--- src/hw/rtl/sra_pkg.sv ---
// Package for the skyline rectangle allocator: microcode types, step labels and program table.
package sra_pkg;

  // Datapath operation selected by one control word.
  typedef enum logic [3:0] {
    OP_NOP,
    OP_ACCEPT,
    OP_INIT_SEARCH,
    OP_MID,
    OP_SCAN_INIT,
    OP_SCAN,
    OP_BS_UPD,
    OP_SET_T_LO,
    OP_DECIDE,
    OP_WRITE,
    OP_SET_OK,
    OP_SET_FAIL,
    OP_COL_ZERO,
    OP_CLEAR,
    OP_SET_CLR,
    OP_EMIT
  } op_t;

  // Jump condition of one control word; when it holds, the step counter loads the target.
  typedef enum logic [3:0] {
    C_NEVER,
    C_ALWAYS,
    C_NO_INPUT,
    C_IS_CLEAR,
    C_BAD_ARGS,
    C_LO_GE_HI,
    C_COL_MORE,
    C_NO_FIT,
    C_WR_MORE,
    C_BOOT,
    C_OUT_BUSY
  } cond_t;

  typedef logic [4:0] pc_t;

  typedef struct packed {
    op_t   op;
    cond_t cond;
    pc_t   target;
  } uword_t;

  // Step labels.
  localparam pc_t P_IDLE     = 5'd0;
  localparam pc_t P_DISPATCH = 5'd1;
  localparam pc_t P_ARGS     = 5'd2;
  localparam pc_t P_BS       = 5'd3;
  localparam pc_t P_BS_INIT  = 5'd4;
  localparam pc_t P_BS_SCAN  = 5'd5;
  localparam pc_t P_BS_UPD   = 5'd6;
  localparam pc_t P_FINAL    = 5'd7;
  localparam pc_t P_FN_INIT  = 5'd8;
  localparam pc_t P_FN_SCAN  = 5'd9;
  localparam pc_t P_DECIDE   = 5'd10;
  localparam pc_t P_WRITE    = 5'd11;
  localparam pc_t P_OK       = 5'd12;
  localparam pc_t P_FAIL     = 5'd13;
  localparam pc_t P_EMIT     = 5'd14;
  localparam pc_t P_BACK     = 5'd15;
  localparam pc_t P_CLR      = 5'd16;
  localparam pc_t P_CLR_LOOP = 5'd17;
  localparam pc_t P_CLR_DONE = 5'd18;
  localparam pc_t P_CLR_OUT  = 5'd19;

  // Microprogram: binary search on the window height bound, final scan and write pass, or a clear.
  function automatic uword_t ucode_rom(input pc_t pc);
    uword_t uw;
    unique case (pc)
      P_IDLE:     uw = '{OP_ACCEPT,      C_NO_INPUT, P_IDLE};
      P_DISPATCH: uw = '{OP_NOP,         C_IS_CLEAR, P_CLR};
      P_ARGS:     uw = '{OP_INIT_SEARCH, C_BAD_ARGS, P_FAIL};
      P_BS:       uw = '{OP_MID,         C_LO_GE_HI, P_FINAL};
      P_BS_INIT:  uw = '{OP_SCAN_INIT,   C_NEVER,    P_IDLE};
      P_BS_SCAN:  uw = '{OP_SCAN,        C_COL_MORE, P_BS_SCAN};
      P_BS_UPD:   uw = '{OP_BS_UPD,      C_ALWAYS,   P_BS};
      P_FINAL:    uw = '{OP_SET_T_LO,    C_NEVER,    P_IDLE};
      P_FN_INIT:  uw = '{OP_SCAN_INIT,   C_NEVER,    P_IDLE};
      P_FN_SCAN:  uw = '{OP_SCAN,        C_COL_MORE, P_FN_SCAN};
      P_DECIDE:   uw = '{OP_DECIDE,      C_NO_FIT,   P_FAIL};
      P_WRITE:    uw = '{OP_WRITE,       C_WR_MORE,  P_WRITE};
      P_OK:       uw = '{OP_SET_OK,      C_ALWAYS,   P_EMIT};
      P_FAIL:     uw = '{OP_SET_FAIL,    C_NEVER,    P_IDLE};
      P_EMIT:     uw = '{OP_EMIT,        C_OUT_BUSY, P_EMIT};
      P_BACK:     uw = '{OP_NOP,         C_ALWAYS,   P_IDLE};
      P_CLR:      uw = '{OP_COL_ZERO,    C_NEVER,    P_IDLE};
      P_CLR_LOOP: uw = '{OP_CLEAR,       C_COL_MORE, P_CLR_LOOP};
      P_CLR_DONE: uw = '{OP_SET_CLR,     C_BOOT,     P_IDLE};
      P_CLR_OUT:  uw = '{OP_NOP,         C_ALWAYS,   P_EMIT};
      default:    uw = '{OP_NOP,         C_ALWAYS,   P_IDLE};
    endcase
    return uw;
  endfunction

endpackage

--- src/hw/rtl/sra_ram.sv ---
// Generic single-write, single-read RAM with registered read data.
module sra_ram #(
  parameter int WIDTH = 8,
  parameter int DEPTH = 128
) (
  input  logic                     clk,
  input  logic                     we,
  input  logic [$clog2(DEPTH)-1:0] waddr,
  input  logic [WIDTH-1:0]         wdata,
  input  logic [$clog2(DEPTH)-1:0] raddr,
  output logic [WIDTH-1:0]         rdata
);

  logic [WIDTH-1:0] mem [DEPTH];

  // Write port and registered read port.
  always_ff @(posedge clk) begin
    if (we) begin
      mem[waddr] <= wdata;
    end
    rdata <= mem[raddr];
  end

endmodule

--- src/hw/rtl/skyline_rect_allocator_top.sv ---
// Skyline rectangle allocator: microcoded sequencer over a column fill height RAM.
// An allocate runs a binary search on the window height bound, each probe a full column scan
// over the single RAM read port, then a final scan and a write pass of rect_width columns; a
// failed fit skips the writes and a zero or too wide size goes straight to the fail step. A
// clear zeroes every column. One item is in flight at a time; after the result loads, the
// P_BACK step returns to idle, where the next word is taken. After reset a clearing pass
// zeroes the columns; no word is taken.
module skyline_rect_allocator_top #(
  parameter int SHEET_WIDTH  = 128,
  parameter int SHEET_HEIGHT = 128
) (
  input  logic        clk,
  input  logic        rst_n,
  input  logic        in_tvalid,
  output logic        in_tready,
  input  logic [15:0] in_tdata,   // rect_width [7:0], rect_height [15:8]
  input  logic        in_tuser,   // cmd [0]
  output logic        out_tvalid,
  input  logic        out_tready,
  output logic [23:0] out_tdata,  // pos_x [6:0], pos_y [13:7], peak_height [21:14], zero pad
  output logic        out_tuser   // placed [0]
);

  localparam int CW = $clog2(SHEET_WIDTH);
  localparam int VW = $clog2(SHEET_HEIGHT + 1);
  localparam int RW = $clog2(SHEET_WIDTH + 1);

  sra_pkg::pc_t    pc_r, pc_nxt;
  sra_pkg::uword_t uw;
  logic            cond_hit;

  logic            boot_r, boot_nxt;
  logic            cmd_r, cmd_nxt;
  logic [7:0]      w_r, w_nxt;
  logic [7:0]      h_r, h_nxt;
  logic [VW-1:0]   lo_r, lo_nxt;
  logic [VW-1:0]   hi_r, hi_nxt;
  logic [VW-1:0]   t_r, t_nxt;
  logic [CW-1:0]   col_r, col_nxt;
  logic [RW-1:0]   run_r, run_nxt;
  logic            hit_r, hit_nxt;
  logic [CW-1:0]   hitx_r, hitx_nxt;
  logic [CW-1:0]   wcnt_r, wcnt_nxt;
  logic            res_placed_r, res_placed_nxt;
  logic [CW-1:0]   res_x_r, res_x_nxt;
  logic [VW-1:0]   res_y_r, res_y_nxt;
  logic [VW-1:0]   peak_r, peak_nxt;
  logic            out_valid_r, out_valid_nxt;
  logic [23:0]     out_tdata_r, out_tdata_nxt;
  logic            out_tuser_r, out_tuser_nxt;

  logic            ram_we;
  logic [CW-1:0]   ram_waddr;
  logic [VW-1:0]   ram_wdata;
  logic [CW-1:0]   ram_raddr;
  logic [VW-1:0]   ram_rdata;

  logic [VW-1:0]   fill_new;
  logic [VW-1:0]   mid;
  logic            out_busy;
  logic [RW-1:0]   run_step;

  // Column fill height store.
  sra_ram #(
    .WIDTH (VW),
    .DEPTH (SHEET_WIDTH)
  ) u_fill_ram (
    .clk   (clk),
    .we    (ram_we),
    .waddr (ram_waddr),
    .wdata (ram_wdata),
    .raddr (ram_raddr),
    .rdata (ram_rdata)
  );

  assign uw        = sra_pkg::ucode_rom(pc_r);
  assign fill_new  = VW'(32'(t_r) + 32'(h_r));
  assign mid       = VW'((32'(lo_r) + 32'(hi_r)) >> 1);
  assign out_busy  = out_valid_r && !out_tready;
  assign run_step  = (ram_rdata <= t_r) ? RW'(32'(run_r) + 32'd1) : '0;

  assign in_tready  = (pc_r == sra_pkg::P_IDLE);
  assign out_tvalid = out_valid_r;
  assign out_tdata  = out_tdata_r;
  assign out_tuser  = out_tuser_r;

  // Jump condition of the current control word.
  always_comb begin
    unique case (uw.cond)
      sra_pkg::C_NEVER:    cond_hit = 1'b0;
      sra_pkg::C_ALWAYS:   cond_hit = 1'b1;
      sra_pkg::C_NO_INPUT: cond_hit = !in_tvalid;
      sra_pkg::C_IS_CLEAR: cond_hit = cmd_r;
      sra_pkg::C_BAD_ARGS: cond_hit = (w_r == 8'd0) || (h_r == 8'd0) ||
                                      (32'(w_r) > 32'(SHEET_WIDTH));
      sra_pkg::C_LO_GE_HI: cond_hit = (lo_r >= hi_r);
      sra_pkg::C_COL_MORE: cond_hit = (col_r != CW'(SHEET_WIDTH - 1));
      sra_pkg::C_NO_FIT:   cond_hit = !hit_r ||
                                      (32'(t_r) + 32'(h_r) > 32'(SHEET_HEIGHT));
      sra_pkg::C_WR_MORE:  cond_hit = (32'(wcnt_r) + 32'd1 != 32'(w_r));
      sra_pkg::C_BOOT:     cond_hit = boot_r;
      sra_pkg::C_OUT_BUSY: cond_hit = out_busy;
      default:             cond_hit = 1'b0;
    endcase
  end

  // Datapath driven by the control word, and the step counter.
  always_comb begin
    boot_nxt       = boot_r;
    cmd_nxt        = cmd_r;
    w_nxt          = w_r;
    h_nxt          = h_r;
    lo_nxt         = lo_r;
    hi_nxt         = hi_r;
    t_nxt          = t_r;
    col_nxt        = col_r;
    run_nxt        = run_r;
    hit_nxt        = hit_r;
    hitx_nxt       = hitx_r;
    wcnt_nxt       = wcnt_r;
    res_placed_nxt = res_placed_r;
    res_x_nxt      = res_x_r;
    res_y_nxt      = res_y_r;
    peak_nxt       = peak_r;
    out_tdata_nxt  = out_tdata_r;
    out_tuser_nxt  = out_tuser_r;
    ram_we         = 1'b0;
    ram_waddr      = col_r;
    ram_wdata      = '0;
    ram_raddr      = col_r;

    // A waiting word leaves when the consumer takes it.
    out_valid_nxt  = out_valid_r && !out_tready;

    unique case (uw.op)
      sra_pkg::OP_NOP: begin
      end
      sra_pkg::OP_ACCEPT: begin
        if (in_tvalid) begin
          cmd_nxt = in_tuser;
          w_nxt   = in_tdata[7:0];
          h_nxt   = in_tdata[15:8];
        end
      end
      sra_pkg::OP_INIT_SEARCH: begin
        lo_nxt = '0;
        hi_nxt = VW'(SHEET_HEIGHT - 1);
      end
      sra_pkg::OP_MID: begin
        t_nxt = mid;
      end
      sra_pkg::OP_SCAN_INIT: begin
        col_nxt   = '0;
        run_nxt   = '0;
        hit_nxt   = 1'b0;
        ram_raddr = '0;
      end
      sra_pkg::OP_SCAN: begin
        // Count the run of columns at or below the bound; the first full run is the window.
        run_nxt   = run_step;
        ram_raddr = CW'(32'(col_r) + 32'd1);
        col_nxt   = CW'(32'(col_r) + 32'd1);
        if (!hit_r && (32'(run_step) == 32'(w_r))) begin
          hit_nxt  = 1'b1;
          hitx_nxt = CW'(32'(col_r) + 32'd1 - 32'(w_r));
        end
      end
      sra_pkg::OP_BS_UPD: begin
        if (hit_r) begin
          hi_nxt = t_r;
        end else begin
          lo_nxt = VW'(32'(t_r) + 32'd1);
        end
      end
      sra_pkg::OP_SET_T_LO: begin
        t_nxt = lo_r;
      end
      sra_pkg::OP_DECIDE: begin
        col_nxt  = hitx_r;
        wcnt_nxt = '0;
      end
      sra_pkg::OP_WRITE: begin
        ram_we    = 1'b1;
        ram_wdata = fill_new;
        col_nxt   = CW'(32'(col_r) + 32'd1);
        wcnt_nxt  = CW'(32'(wcnt_r) + 32'd1);
      end
      sra_pkg::OP_SET_OK: begin
        res_placed_nxt = 1'b1;
        res_x_nxt      = hitx_r;
        res_y_nxt      = t_r;
        if (fill_new > peak_r) begin
          peak_nxt = fill_new;
        end
      end
      sra_pkg::OP_SET_FAIL: begin
        res_placed_nxt = 1'b0;
        res_x_nxt      = '0;
        res_y_nxt      = '0;
      end
      sra_pkg::OP_COL_ZERO: begin
        col_nxt = '0;
      end
      sra_pkg::OP_CLEAR: begin
        ram_we  = 1'b1;
        col_nxt = CW'(32'(col_r) + 32'd1);
      end
      sra_pkg::OP_SET_CLR: begin
        res_placed_nxt = 1'b1;
        res_x_nxt      = '0;
        res_y_nxt      = '0;
        peak_nxt       = '0;
        boot_nxt       = 1'b0;
      end
      sra_pkg::OP_EMIT: begin
        if (!out_busy) begin
          out_valid_nxt = 1'b1;
          out_tuser_nxt = res_placed_r;
          out_tdata_nxt = {2'b00, 8'(peak_r), 7'(res_y_r), 7'(res_x_r)};
        end
      end
      default: begin
      end
    endcase

    // Step counter: jump on a true condition, otherwise go to the next step.
    if (cond_hit) begin
      pc_nxt = uw.target;
    end else begin
      pc_nxt = sra_pkg::pc_t'(pc_r + 5'd1);
    end
  end

  // Control state with reset; payload registers without.
  always_ff @(posedge clk) begin
    if (!rst_n) begin
      pc_r        <= sra_pkg::P_CLR;
      boot_r      <= 1'b1;
      out_valid_r <= 1'b0;
      peak_r      <= '0;
    end else begin
      pc_r        <= pc_nxt;
      boot_r      <= boot_nxt;
      out_valid_r <= out_valid_nxt;
      peak_r      <= peak_nxt;
    end
    cmd_r        <= cmd_nxt;
    w_r          <= w_nxt;
    h_r          <= h_nxt;
    lo_r         <= lo_nxt;
    hi_r         <= hi_nxt;
    t_r          <= t_nxt;
    col_r        <= col_nxt;
    run_r        <= run_nxt;
    hit_r        <= hit_nxt;
    hitx_r       <= hitx_nxt;
    wcnt_r       <= wcnt_nxt;
    res_placed_r <= res_placed_nxt;
    res_x_r      <= res_x_nxt;
    res_y_r      <= res_y_nxt;
    out_tdata_r  <= out_tdata_nxt;
    out_tuser_r  <= out_tuser_nxt;
  end

endmodule
--- config.mk ---
export PLATFORM = sky130hd
export DESIGN_NAME = skyline_rect_allocator_top
export DESIGN_NICKNAME = d
export VERILOG_FILES = /design/src/hw/rtl/sra_pkg.sv /design/src/hw/rtl/sra_ram.sv /design/src/hw/rtl/skyline_rect_allocator_top.sv
export SDC_FILE = /design/constraint.sdc
export NUM_CORES = 2
export LEC_CHECK = 0
export BUFFER_PORTS_ARGS = -buffer_cell sky130_fd_sc_hd__buf_4
export CAP_MARGIN = 10
export CORE_UTILIZATION = 60
export CTS_CLUSTER_DIAMETER = 40
export DETAILED_ROUTE_END_ITERATION = 7
export PLACE_DENSITY = 0.79
export SLEW_MARGIN = 20
export SYNTH_ARGS = -nofsm -noshare
export SYNTH_HDL_FRONTEND = slang
export SYNTH_SLANG_ARGS = --single-unit
--- constraint.sdc ---
create_clock -name clk -period 8.7 [get_ports clk]
set_clock_uncertainty 0.05 [all_clocks]
set_input_delay 0.435 -clock clk [delete_from_list [all_inputs] [get_ports clk]]
set_output_delay 0.435 -clock clk [all_outputs]
set_load 0.02 [all_outputs]
==> flow_summary_export.csv <==
group,metric,value,unit
critical_path,crit_arrival,5.74,ns
die,core.rowCount,104,
sta,period_needed,5.21,ns
drt,drt_first_iter_violations,4416,
clocking,htree_levels,4,
layout,fin_nets,3960,
die,initial_core_util,61.0,%
clocking,path_clk_slew,0.06,ns
logic_synthesis,synth_sequential_area_ratio,70.4,%
clocking,cts-resized-gates,0,
layout,final_common_cell,"edfxtp_1",
drt,post_drt_wl_per_cell,24.1,um
logic_synthesis,syn_area,0.0494,mm^2
power,p_int,11400,uW
sta,fin_crit_sh,59.8,%
power,p_total,17700,uW
die,die_w,289,um
clocking,cts_buffer_depth,3,
critical_path,path_max_fanout,19,
layout,syn_to_final_growth,12.2,%
logic_synthesis,synthFlopType,"edfxtp_1",
worst_hold_path,hp-class,"input pin to flip-flop",
critical_path,critPathRequiredTime,9.23,ns
drt,route.detailed.drc,0,
power,ir_worst_vdd,0.000370,V
global_routing,grt_start_max_net_pins,195,
drt,ant_nets,0,
drt,via_count,32700,
power,swShare,35.7,%
power,p_leak,0.0185,uW
critical_path,critPathKind,"flip-flop to flip-flop",
logic_synthesis,async_flop_share,0,%
global_routing,grt_pass1_wl,184000,um
global_routing,grt_antenna_before_repair,6,
logic_synthesis,synth_edf_count,1133,
sta,fin_tns_setup,0,ns
drt,postRouteWirelength,122000,um
logic_synthesis,ys_ff_latch,1169,
clocking,cts_sinks,1169,
flow_run,cap_violations,0,
sta,finalSetupViolCount,0,
die,coreArea,0.0809,mm^2
logic_synthesis,avgSynthCellArea,12.7,um^2
die,die_y,289,um
critical_path,cp_slowest_cell,"edfxtp_1",
sta,worst_pin_slew,1.24,ns
power,power.switching,6310,uW
logic_synthesis,ys_types,72,
place,io_buffer_count,45,
critical_path,crit_buf_inv,3,
critical_path,cpLargestDelayFamily,"compound AO/OA/AOI/OAI gates",
sta,slew_headroom,17.6,%
global_routing,grt_use_total,29.2,%
die,io_pins,48,
run_status,status,"completed",
clocking,tritoncts,"yes",
layout,final_cell_mix,"edfxtp_1, nand2_1, nand3_1",
place,hpwl,68300,um
critical_path,path_cells,"ha_1 > fa_1 > a21o_1 > a221oi_1 > xnor2_1 > nor4_1 > o22ai_1 > or2_0 > buf_4 > mux2i_1 > inv_1 > ha_1 > inv_1 > a2111oi_0 > o31ai_1",
critical_path,critPathLaunchType,"flip-flop",
clocking,insertion_delay,0.73,ns
drt,drt_first_pass_iters,6,
power,power_density,319,mW/mm^2
clocking,cts_hold_buf,18,
place,globalplace.congestion,0.884,
clocking,cts_root_buffer,"clkbuf_16",
power,seqPwrFrac,37.7,%
sta,max_freq,192,MHz
clocking,cts_buffers,140,
die,die_area,0.0834,mm^2
critical_path,end_kind,"flip-flop",
drt,routed_via_density,6.47,
place,dp.cells,4780,
clocking,post-cts-setup-buffer-count,0,
sta,finalMaxSlewViolations,0,
logic_synthesis,synthCells,3881,
power,p_comb_share,29.7,%
sta,hold_violations,0,
layout,drive_above_1_share,8.55,%
sta,rsz0062_at_grt,"no",
global_routing,grt_pass1_vias,31600,
critical_path,max_stage_delay,0.53,ns
layout,fin_cells,5051,
global_routing,overflow,0,
logic_synthesis,synth_warnings,0,
power,pwr-share-clk,32.5,%
==> area by class of cell <==
cell class                      instances  area (um^2)
Tap cell                             1060         1330
Fill cell                            5393        25500
Sequential cell                      1169        34700
Multi-Input combinational cell       2385        13500
Clock buffer                          164         3690
Antenna cell                            2         5.00
Clock inverter                         87          887
Inverter                               71          269
Timing Repair Buffer                  113          968
==> state kept, by name (all words and copies together) (netlist names), 8 cells and up <==
name              count
h_r                   8
hi_r                  8
lo_r                  8
out_tdata            22
peak_r                8
run_r                 8
t_r                   8
u_fill_ram.mem     1024
u_fill_ram.rdata      8
uw                   13
w_r                   8
==> final timing paths <==
check	from	cells after the start	end	slack, ns
max	t_r[0]	15	uw[9]	3.49
min	out_tready	3	out_tvalid	0.07
min reg2reg	res_x_r[6]	0	out_tdata[6]	0.37
max reg2reg	t_r[0]	15	uw[9]	3.49
==> power by group through the flow <==
stage                     clock network [uW]  logic, uW  registers, uW
after global placement                     0       4990           6770
after global routing                    5990       5630           6680
after detailed placement                   0       5090           6770
after CTS                               5770       5140           6660
after floorplan                            0       3600           6680
final                                   5750       5250           6670
==> kinds of logic after synthesis <==
kind of cell | Yosys count | synth area share, %
muxes | 21 | 0.439
AOI/OAI and AO/OA | 635 | 9.66
and+or+nand+nor | 1614 | 14.3
buffers and inverters | 328 | 2.54
other | 1 | 0.00760
adders and majority gates | 59 | 1.54
DFF | 1169 | 70.4
xor gates and xnor gates | 54 | 1.10
==> metal layers <==
layer / share of wire (%) / GRT usage, % / routed length [um] / vias to the layer above
met4: 3.7 / 12.3 / 4450 / 4
li1: - / - / - / 14500
met3: 11 / 6.08 / 12900 / 294
met1: 38 / 38.8 / 46200 / 16000
met2: 48 / 47.2 / 58400 / 1892
met5: 0.025 / 0 / 30 / -
==> worst min-delay path: stages <==
cell	delay, ns
buf_4	0.07
nand2b_1	0.18
a21boi_0	0.11
==> synthesized netlist by cell type (4+ instances only) <==
cell type  instances  area, um^2
nor3_1            15        75.1
o22ai_1            4        25.0
a21oi_1           64         320
a22oi_1            4        30.0
nand3_1          290        1450
buf_2              4        20.0
xnor3_1            5         113
edfxtp_1        1133       34000
ha_1              56         701
xnor2_1           35         307
nor4_1            12        75.1
nand4_1            9        56.3
inv_1             70         263
clkbuf_1         233         875
xor2_1            14         123
mux2i_1           16         160
a32o_1             5        50.1
o211ai_1           6        45.0
o21bai_1           6        45.0
nor2_1           222         833
a311oi_1         195        1710
nand2_1          848        3180
o21ai_0           29         145
a21o_1            11        82.6
buf_1             17        63.8
a211oi_1         197        1480
nor2b_1          155         970
nand2b_1          22         138
o21a_1             9        67.6
and3_1            20         125
o2bb2ai_1          4        35.0
a31oi_1           69         432
dfxtp_1           36         721
mux2_2             5        56.3
==> metrics by stage <==
step / hold slack, ns / worst slack, ns / area, um^2 / utilization [%]
after floorplan: 0.350 / 1.27 / 49400 / -
after global placement: 0.353 / 3.79 / 50600 / 62.5
after detailed placement: 0.355 / 3.70 / 50600 / 62.6
after CTS: 0.0492 / 3.60 / 55400 / 68.4
after global routing: 0.0843 / 3.21 / 55400 / 68.4
final: 0.0725 / 3.49 / 55400 / 68.4
(Power assumes the default switching activity.)
